### src/hw/rtl/cbyp_pkg.sv
package cbyp_pkg;

    // Default angle width, a full turn is 2**ANGLE_BITS
    localparam int ANGLE_BITS_DEF = 16;
    // Fixed-point fraction of the vector words (Q2.14)
    localparam int FRAC_BITS = 14;
    localparam int VEC_BITS = 16;
    localparam int TRIG_FRAC = 30;
    localparam int CORDIC_STEPS = 30;
    localparam int CORDIC_W = 34;
    localparam int QDEPTH = 4;
    localparam int SAT_W = 44;
    localparam logic signed [CORDIC_W-1:0] CORDIC_GAIN = 34'sd652032874;

    // Configuration register indexes
    localparam int CFG_IDX_BITS = 3;
    localparam logic [CFG_IDX_BITS-1:0] REG_VIEW_X = 3'd0;
    localparam logic [CFG_IDX_BITS-1:0] REG_VIEW_Y = 3'd1;
    localparam logic [CFG_IDX_BITS-1:0] REG_VIEW_Z = 3'd2;
    localparam logic [CFG_IDX_BITS-1:0] REG_UP_X   = 3'd3;
    localparam logic [CFG_IDX_BITS-1:0] REG_UP_Y   = 3'd4;
    localparam logic [CFG_IDX_BITS-1:0] REG_UP_Z   = 3'd5;

    // Arctangent of 2**-i in 32-bit turn units
    localparam logic [31:0] ATAN_TURNS [0:CORDIC_STEPS-1] = '{
        32'h20000000, 32'h12E4051E, 32'h09FB385B, 32'h051111D4, 32'h028B0D43,
        32'h0145D7E1, 32'h00A2F61E, 32'h00517C55, 32'h0028BE53, 32'h00145F2F,
        32'h000A2F98, 32'h000517CC, 32'h00028BE6, 32'h000145F3, 32'h0000A2F9,
        32'h0000517D, 32'h000028BE, 32'h0000145F, 32'h00000A30, 32'h00000518,
        32'h0000028C, 32'h00000146, 32'h000000A3, 32'h00000051, 32'h00000029,
        32'h00000014, 32'h0000000A, 32'h00000005, 32'h00000003, 32'h00000001
    };

    typedef struct packed {
        logic signed [CORDIC_W-1:0] x;
        logic signed [CORDIC_W-1:0] y;
        logic signed [CORDIC_W-1:0] z;
    } cord_t;

    // Sine and cosine of yaw and pitch, Q30
    typedef struct packed {
        logic signed [31:0] c_yaw;
        logic signed [31:0] s_yaw;
        logic signed [31:0] c_pitch;
        logic signed [31:0] s_pitch;
    } trig_t;

    typedef struct packed {
        logic signed [VEC_BITS-1:0] x;
        logic signed [VEC_BITS-1:0] y;
        logic signed [VEC_BITS-1:0] z;
    } vec16_t;

    // Fold the turn into [-1/4, 1/4) and load the gain-compensated start
    function automatic cord_t cord_init(input logic [31:0] t);
        cord_t r;
        logic [31:0] tf;
        tf = {t[31] ^ (t[31] ^ t[30]), t[30:0]};
        r.x = CORDIC_GAIN;
        r.y = '0;
        r.z = {{(CORDIC_W-32){tf[31]}}, tf};
        return r;
    endfunction

    // One CORDIC rotation toward z = 0
    function automatic cord_t cordic_step(input cord_t a, input int i);
        cord_t r;
        logic signed [CORDIC_W-1:0] ang;
        ang = $signed({{(CORDIC_W-32){1'b0}}, ATAN_TURNS[i]});
        if (!a.z[CORDIC_W-1])
        begin
            r.x = a.x - (a.y >>> i);
            r.y = a.y + (a.x >>> i);
            r.z = a.z - ang;
        end
        else
        begin
            r.x = a.x + (a.y >>> i);
            r.y = a.y - (a.x >>> i);
            r.z = a.z + ang;
        end
        return r;
    endfunction

    // Clamp to the signed 16-bit output range
    function automatic logic signed [VEC_BITS-1:0] sat16(input logic signed [SAT_W-1:0] v);
        logic signed [SAT_W-1:0] hi;
        logic signed [SAT_W-1:0] lo;
        hi = SAT_W'(32767);
        lo = -SAT_W'(32768);
        if (v > hi)
            return 16'sh7FFF;
        else if (v < lo)
            return 16'sh8000;
        else
            return v[VEC_BITS-1:0];
    endfunction

endpackage

### src/hw/rtl/cbyp_queue.sv
module cbyp_queue (
    input  logic            clk,
    input  logic            rst_n,
    input  logic            push,
    input  cbyp_pkg::trig_t push_data,
    output logic            full,
    input  logic            pop,
    output logic            not_empty,
    output cbyp_pkg::trig_t head
);
    import cbyp_pkg::*;

    localparam int PTR_W = $clog2(QDEPTH);

    trig_t entries_reg [QDEPTH];
    logic [PTR_W-1:0] wr_ptr_reg;
    logic [PTR_W-1:0] rd_ptr_reg;
    logic [PTR_W:0]   count_reg;
    logic [PTR_W:0]   count_next;

    assign full      = (count_reg == (PTR_W+1)'(QDEPTH));
    assign not_empty = (count_reg != '0);
    assign head      = entries_reg[rd_ptr_reg];

    always_comb
    begin
        count_next = count_reg;
        if (push && !pop)
            count_next = count_reg + 1'b1;
        else if (pop && !push)
            count_next = count_reg - 1'b1;
    end

    always_ff @(posedge clk or negedge rst_n)
    begin
        if (!rst_n)
        begin
            wr_ptr_reg <= '0;
            rd_ptr_reg <= '0;
            count_reg  <= '0;
        end
        else
        begin
            if (push)
                wr_ptr_reg <= wr_ptr_reg + 1'b1;
            if (pop)
                rd_ptr_reg <= rd_ptr_reg + 1'b1;
            count_reg <= count_next;
        end
    end

    // Store the incoming word
    always_ff @(posedge clk)
    begin
        if (push)
            entries_reg[wr_ptr_reg] <= push_data;
    end

endmodule

### config.mk
export PLATFORM = sky130hd
export DESIGN_NAME = cbyp_queue
export DESIGN_NICKNAME = d
export VERILOG_FILES = /design/src/hw/rtl/cbyp_pkg.sv /design/src/hw/rtl/cbyp_queue.sv
export SDC_FILE = /design/constraint.sdc
export NUM_CORES = 1
export LEC_CHECK = 0
export BUFFER_PORTS_ARGS = -buffer_cell sky130_fd_sc_hd__buf_2
export CAP_MARGIN = 20
export CORE_MARGIN = 2
export CORE_UTILIZATION = 25
export CTS_CLUSTER_DIAMETER = 30
export DETAILED_ROUTE_END_ITERATION = 10
export PLACE_DENSITY = 0.49
export SLEW_MARGIN = 20
export SYNTH_ARGS = -nofsm -noshare
export SYNTH_HDL_FRONTEND = slang
export SYNTH_SLANG_ARGS = --single-unit
### constraint.sdc
create_clock -name clk -period 5.5 [get_ports clk]
set_input_delay 0.825 -clock clk [delete_from_list [all_inputs] [get_ports clk]]
set_output_delay 0.825 -clock clk [all_outputs]
set_load 0.02 [all_outputs]
Yosys cells after proc, flatten, opt, wreduce, memory -nomap -nowiden
Memories as Yosys holds them, arrays and structs flattened.
Index checks and enable logic that the tools add are counted.
- add/sub/neg operators: 4
- equality and inequality tests: 1
- muxes and demuxes: 4
- reduce and logical (&&, ||, !) cells: 6
- operators by type and width (cell ; count):
    two-way mux 3 bit ; 2
    adder 2 x 1 -> 2 bit (second input constant) ; 2
    adder 3 x 1 -> 3 bit (second input constant) ; 1
    equality test 3 bit (second input constant) ; 1
    nonzero test 3 bit ; 1
    subtractor 3 x 1 -> 3 bit (second input constant) ; 1
    logical AND 1 bit ; 2
    logical NOT 1 bit ; 2
    two-way mux 1 bit ; 2
    nonzero test 2 bit ; 1
- register bits after elaboration: 7
- bits in writable memories: 512
- bits of input ports: 132
- output and inout port bits: 130
- memories: 1
- memory list (name ; words ; bits a word ; rd ports ; clocked after memory_dff ; wr ports ; RTL line ; source):
    entries_reg ; 4 ; 128 ; 1 ; 0 ; 1 ; cbyp_queue.sv:15 ; trig_t entries_reg [QDEPTH];

Longest topological paths before layout
Gate-level depths: netlist of the first run.
- word-level depth: 4
- mapped depth: 7

Least setup slack after synthesis of the first run
Ideal clock, no wire load.
- path kind: input to register
- start point: in push
- end point: mem entries_reg[1][0] (netlist bit), enable pin
- data arrival time: 3758 ps
- data required time: 4998 ps
- slack: 1240 ps
- stages: 1
- cell sequence: and2_1
- longest elaborated chain between the ends: 2
- RTL lines (what ; RTL line ; source):
    start: declaration ; cbyp_queue.sv:4 ; input logic push,
    two-way mux 1 bit ; cbyp_queue.sv:55 ; if (push)
    two-way mux 1 bit (not written as such) ; cbyp_queue.sv:56 ; entries_reg[wr_ptr_reg] <= push_data;
    end: declaration ; cbyp_queue.sv:15 ;
No other way between the ends.

==> results of run 1 <==
## cell families (layout without fill, tap and decap cells)
group | count (synthesis) | count (layout) | synth area share, %
flip-flops | 519 | 519 | 82.4
AO/OA/AOI/OAI | 1 | 1 | 0.0265
XOR/XNOR | 6 | 6 | 0.279
multiplexers | 129 | 129 | 15.3
adder cells (fa/ha/maj) | 6 | 6 | 0.438
AND/OR/NAND/NOR | 9 | 9 | 0.265
buffers and inverters | 33 | 482 | 1.21
## layout make-up
class                   count  area, µm²
well taps                 969       1210
clock inverters            77        812
flip-flops and latches    519      15600
repair buffers            274       1470
fillers                  7064      49500
clock buffers             127       2880
inverters                   4       15.0
multi-input cells         151       3090
## cells in the final DEF, fill, tap and decap left out
cell type and count:
ha_1 5, clkinv_4 10, mux2_2 1, clkinv_16 2
inv_6 4, nand2_1 2, buf_4 7, buf_2 261
inv_16 1, or3_1 1, and2_4 4, dlygate4sd3_1 1
clkinvlp_4 14, clkinv_2 13, clkbuf_1 14, xor2_1 4
mux4_2 128, xnor2_1 2, fa_1 1, edfxtp_1 512
buf_12 5, inv_1 4, bufinv_16 12, clkbuf_16 113
nor3b_1 1, dfrtp_1 5, clkinv_1 21, nor2_1 1
o21ai_0 1, dfrtp_4 2
## critical path: stages (launching register included)
cell,delay [ns]
dfrtp_4,0.96
buf_4,0.59
mux4_2,0.43
buf_2,0.19
## final timing paths
path                               start             endpoint  slack [ns]  cells after the start
min in group asynchronous          rst_n         count_reg[0]        0.57                      2
min                         push_data[7]    entries_reg[0][7]        0.40                      1
max in group asynchronous          rst_n        rd_ptr_reg[0]        4.75                      2
max reg2reg                wr_ptr_reg[0]  entries_reg[0][119]        3.07                      4
max                        rd_ptr_reg[1]             head[19]        1.86                      3
min reg2reg                 count_reg[2]         count_reg[2]        0.51                      1
## where the power goes
group,switching (mW),internal (mW)
registers,0.291,5.19
clock network,2.09,4.30
logic,2.31,1.53
total,4.69,11.0
## stage by stage
stage | area, µm² | hold WS, ns | cells
floorplan | 18900 | 0.449 | 703
global placement | 21300 | 0.464 | 1916
detailed placement | 21300 | 0.512 | 1916
CTS | 25000 | 0.335 | 2121
global route | 25000 | 0.358 | 2121
finish | 25000 | 0.403 | 2121
## layer usage
layer  vias up  share of wire [%]  global-route usage (%)
met4        16                3.0                    4.44
met3       105                8.0                    4.53
met5         -               0.27                       0
met1      4661                 39                    11.9
li1       3811                  -                       -
met2       265                 49                    17.8
## timing repair
item                      CTS  global route
hold endpoints to repair    7             0
gates resized for setup     0             0
hold buffers                1             0
==> flow_metrics.tcl, run 1 <==
set metrics [dict create \
    status "completed" \
    cts_num_sinks 519 \
    clk_latency_ns 0.64 \
    die-area_um2 77700 \
    largest_reg_flops 512 \
    yosysTopAreaCellShare_pct 81.5 \
    yosysMostFrequentCell "edfxtp_1" \
    period_needed_ns 3.64 \
    startpoint_type "flip-flop" \
    drv_cap 0 \
    fin_crit_sh_pct 66.2 \
    clk_pin_slew_worst_paths_ns 0.05 \
    finalMaxSlewViolations 0 \
    wl_per_cell_um 19.5 \
    synth.top_cells.by_count "edfxtp_1 (512), mux4_2 (128), buf_2 (15)" \
    antenna_found_initial 8 \
    clock_skew_ns 0.0303 \
    area_delta_synth_final_pct 32.7 \
    end_kind "output pin" \
    required_ns 4.68 \
    cts_buffers 111 \
    drive_gt1_share_pct 50.1 \
    initial_utilization_pct 25.3 \
    relSlewSlack_pct 30.7 \
    p_per_area_nw_per_um2 627 \
    grt_pass1_vias 10000 \
    fin_tns_setup_ns 0 \
    cts_setup_buffers 0 \
    synth_area_leaders "edfxtp_1 (82%), mux4_2 (15%), dfrtp_1 (0.93%)" \
    synth-seq-cells 519 \
    num_rows 100 \
    yosysWarnings 0 \
    post-place-ws_ns 2.38 \
    synth_seq_area_share_pct 82.4 \
    fmaxAchievable_ghz 0.275 \
    synth_fp_nets 841 \
    cp.arrival_ns 2.82 \
    hold_viol 0 \
    initialDrtViolationCount 418 \
    grt_pass1_wl_mm 61.3 \
    setup_viol 0 \
    setup.worst_path.class "flip-flop to output pin" \
    rsz0062_at_grt "false" \
    die_h_um 279 \
    vias_per_cell 4.18 \
    die_w_um 279 \
    critical_path.max_fanout 47 \
    worst_slew_pin_slew_ns 1.04 \
    hpwl_mm 22.8 \
    cts_max_level 3 \
    synth_cell_types 19 \
    core-area_um2 74600 \
    synth_edf_count 512 \
    drc 0 \
    hold_class "input port to flip-flop" \
    synthFlopType "edfxtp_1" \
    clockRootBuffer "clkbuf_16" \
    final_util_pct 33.6 \
    finalPower_mw 15.7 \
    synth_top_area_cell "edfxtp_1" \
    syn_area_per_cell_um2 26.8 \
    cts_buffer_depth 3 \
    antennaDiodeCount 0 \
    vias 8858 \
    routabilityCongestion 0.663 \
    synth.cell_area_um2 18900 \
    io_pins 262 \
    setup_ws_ns 1.86 \
    antenna_left 0 \
    grt.overflow.total 0 \
    grt_max_degree 96 \
    grt_use_total_pct 10.6 \
    wirelength_mm 41.4 \
    p_leak_nw 8.58 \
    ir_drop_v 0.000331 \
    port_buffers 261 \
    async_flop_share_pct 1.35 \
    cts_tree "built" \
    dr.pass1.iters 4 \
    postSynthCellCount 703 \
    layout.nets 1199 \
]
(Power assumes the default switching activity.)
==> inputs of run 2 (changes only) <==
--- a/config.mk
+++ b/config.mk
@@ -5,6 +5,7 @@
 export SDC_FILE = /design/constraint.sdc
 export NUM_CORES = 1
 export LEC_CHECK = 0
+export ABC_AREA = 1
 export BUFFER_PORTS_ARGS = -buffer_cell sky130_fd_sc_hd__buf_2
 export CAP_MARGIN = 20
 export CORE_MARGIN = 2
==> constraint.sdc (replaced) <==
create_clock -name clk -period 3.4 [get_ports clk]
set_input_delay 0.51 -clock clk [delete_from_list [all_inputs] [get_ports clk]]
set_output_delay 0.51 -clock clk [all_outputs]
set_load 0.02 [all_outputs]
==> run 2 against run 1 <==
Sequential power is 61% higher. Total power up 80%. Via count rose by 43%. Critical path depth is 1 higher. Clock skew is 0.012 ns higher. Clock power grew 77%. Register-to-register slack got worse by 1.6 ns. Synthesized cell count grew 120%. Die area rose by 10%. Worst setup slack worse by 1.6 ns. Critical path type unchanged.
==> flow_metrics.tcl, run 2 <==
set metrics [dict create \
    status "completed" \
    synthFlopType "edfxtp_1" \
    area_delta_synth_final_pct 31.0 \
    layout_commonest_cell "edfxtp_1" \
    clock_skew_ns 0.0419 \
    internal_power_mw 18.6 \
    synth_fp_nets 1680 \
    end_kind "output pin" \
    antenna_left 0 \
    worstReg2RegStart "wr_ptr_reg[0]" \
    pwr-share-clk_pct 40.0 \
    synth_top_family_by_area "compound AO/OA/AOI/OAI gates" \
    synth_seq_area_share_pct 74.5 \
    setup_ws_ns 0.278 \
    p_leak_nw 10.8 \
    p_per_area_nw_per_um2 1030 \
    dp_cells 2817 \
    synth_top_area_cell "edfxtp_1" \
    core-area_um2 82400 \
    wirelength_mm 49.1 \
    initial_utilization_pct 25.3 \
    period_needed_ns 3.12 \
    vias_per_cell 4.16 \
    die-area_um2 85800 \
    postPlaceCellArea_um2 23200 \
    antenna_found_initial 9 \
    io_pins 262 \
    relSlewSlack_pct 55.3 \
    rsz0062_at_grt "false" \
    grtUsageMet2_pct 18.6 \
    grtUsageMet3_pct 3.46 \
    hold_viol 0 \
    p_sw_mw 9.57 \
    post-place-ws_ns 0.797 \
    yosysWarnings 0 \
    cts_buffer_depth 3 \
    synth-seq-cells 519 \
    p_sw_share_pct 33.9 \
    yosysMostFrequentCell "edfxtp_1" \
    cts_max_level 3 \
    drive_gt1_share_pct 23.9 \
    clockRootBuffer "clkbuf_16" \
    yosys.area_share.adder_pct 0.396 \
    cp.arrival_ns 2.61 \
    synth.top_cells.by_count "edfxtp_1 (512), nand2_1 (398), inv_1 (267)" \
    cts_num_sinks 519 \
    finalMaxSlewViolations 0 \
    final_util_pct 33.2 \
    synth_cell_types 18 \
    seq_power_share_pct 31.3 \
    wl_per_cell_um 16.1 \
    vias 12700 \
    min_from "push_data[100]" \
    grt.overflow.total 0 \
    grt_pass1_wl_mm 74.4 \
    syn_area_per_cell_um2 13.5 \
    fin_crit_sh_pct 91.8 \
    synthMuxAreaShare_pct 0 \
    postSynthCellCount 1542 \
    crit_start "rd_ptr_reg[1]" \
    grt_max_degree 104 \
    synth_xor_xnor_area_share_pct 0.168 \
    busiest_layer "met2" \
    num_rows 105 \
    initialDrtViolationCount 595 \
    setup_viol 0 \
    clk_latency_ns 0.67 \
    hold_ws_ns 0.0530 \
    synth_edf_count 512 \
    clk_pin_slew_worst_paths_ns 0.04 \
    dr.pass1.iters 5 \
    hold_class "input port to flip-flop" \
    use_met1_pct 13.9 \
    synthSimpleGateAreaFrac_pct 7.26 \
    fmaxAchievable_ghz 0.320 \
    worst_slew_pin_slew_ns 0.670 \
    ir_drop_v 0.000534 \
    die_w_um 293 \
    grt_pass1_vias 12900 \
    finalPower_mw 28.2 \
    required_ns 2.89 \
    synth-compound-area-share_pct 9.23 \
    final_cell_mix "edfxtp_1 (512), nand2_1 (398), inv_1 (263)" \
    die_h_um 293 \
    hpwl_mm 28.1 \
    grt_use_total_pct 11.4 \
    synth_area_leaders "edfxtp_1 (74%), o211ai_1 (9.2%), nand2_1 (7.2%)" \
    async_flop_share_pct 1.35 \
    postLayoutCellArea_um2 27300 \
    layout.nets 2017 \
    cts_setup_buffers 0 \
    fin_cells 3048 \
    drv_cap 0 \
    synth.cell_area_um2 20900 \
    port_buffers 261 \
    yosysTopAreaCellShare_pct 73.7 \
    cts_buffers 117 \
    startpoint_type "flip-flop" \
    drc 0 \
    cts_tree "built" \
    largest_reg_flops 512 \
    power_frac_comb_pct 28.7 \
    setup.worst_path.class "flip-flop to output pin" \
    fin_tns_setup_ns 0 \
    critical_path.max_fanout 100 \
    routabilityCongestion 0.736 \
]
run 2: cell count changes in the layout (fill, tap and decap cells not counted), sizes merged, moves of 12 or more:
cell | before | now
mux4 | 128 | 0
dlygate4sd3 | 1 | 13
nand2 | 2 | 398
buf | 273 | 291
inv | 9 | 267
o211ai | 0 | 256
run 2: area by class of cell:
type,count,area (µm²)
flip-flops and latches,519,15600
repair buffers,304,1830
diodes,2,5.00
inverters,268,1020
clock inverters,81,1040
clock buffers,135,3000
well taps,1070,1340
multi-input cells,669,3560
fillers,7992,55000
run 2: power by group through the flow:
stage | logic [mW] | registers (mW) | clock network (mW)
final | 8.08 | 8.83 | 11.3
after global routing | 8.95 | 8.94 | 11.9
after CTS | 8.33 | 8.86 | 11.5
after detailed placement | 8.29 | 8.96 | 0
after global placement | 8.25 | 8.92 | 0
after floorplan | 5.89 | 8.78 | 0
run 2: layer usage:
metal	wire length (µm)	vias up
li1	-	6112
met1	21300	6157
met2	23500	303
met3	2860	105
met4	1320	8
met5	61	-
run 2: path summary, 6_finish.rpt:
| check | slack [ns] | cells past startpoint | endpoint |
|---|---|---|---|
| worst min-delay path | 0.05 | 1 | entries_reg[3][100] |
| worst max-delay path | 0.28 | 4 | head[118] |
| worst max register to register | 1.51 | 4 | entries_reg[1][70] |
| min in group asynchronous | 0.25 | 2 | count_reg[1] |
| worst min register to register | 0.47 | 2 | count_reg[2] |
| max in group asynchronous | 2.97 | 2 | rd_ptr_reg[1] |
run 2: repair_timing:
action	4_1_cts	5_1_grt
endpoints found under the hold margin	50	0
gates resized for setup	0	1
hold buffers	13	0
setup endpoints to repair	0	1
run 2: worst max-delay path, stage by stage (launching register included):
cell,delay (ns)
dfrtp_4,0.72
buf_12,0.52
o211ai_1,0.28
nand2_1,0.14
buf_2,0.17
run 2: cell families (layout without fill, tap and decap cells):
family	count (synthesis)	in the layout
flip-flops	519	519
AND/OR/NAND/NOR	402	402
buffers and inverters	354	788
AO/OA/AOI/OAI	257	257
adder cells (fa/ha/maj)	6	6
XOR/XNOR	4	4
other	0	2
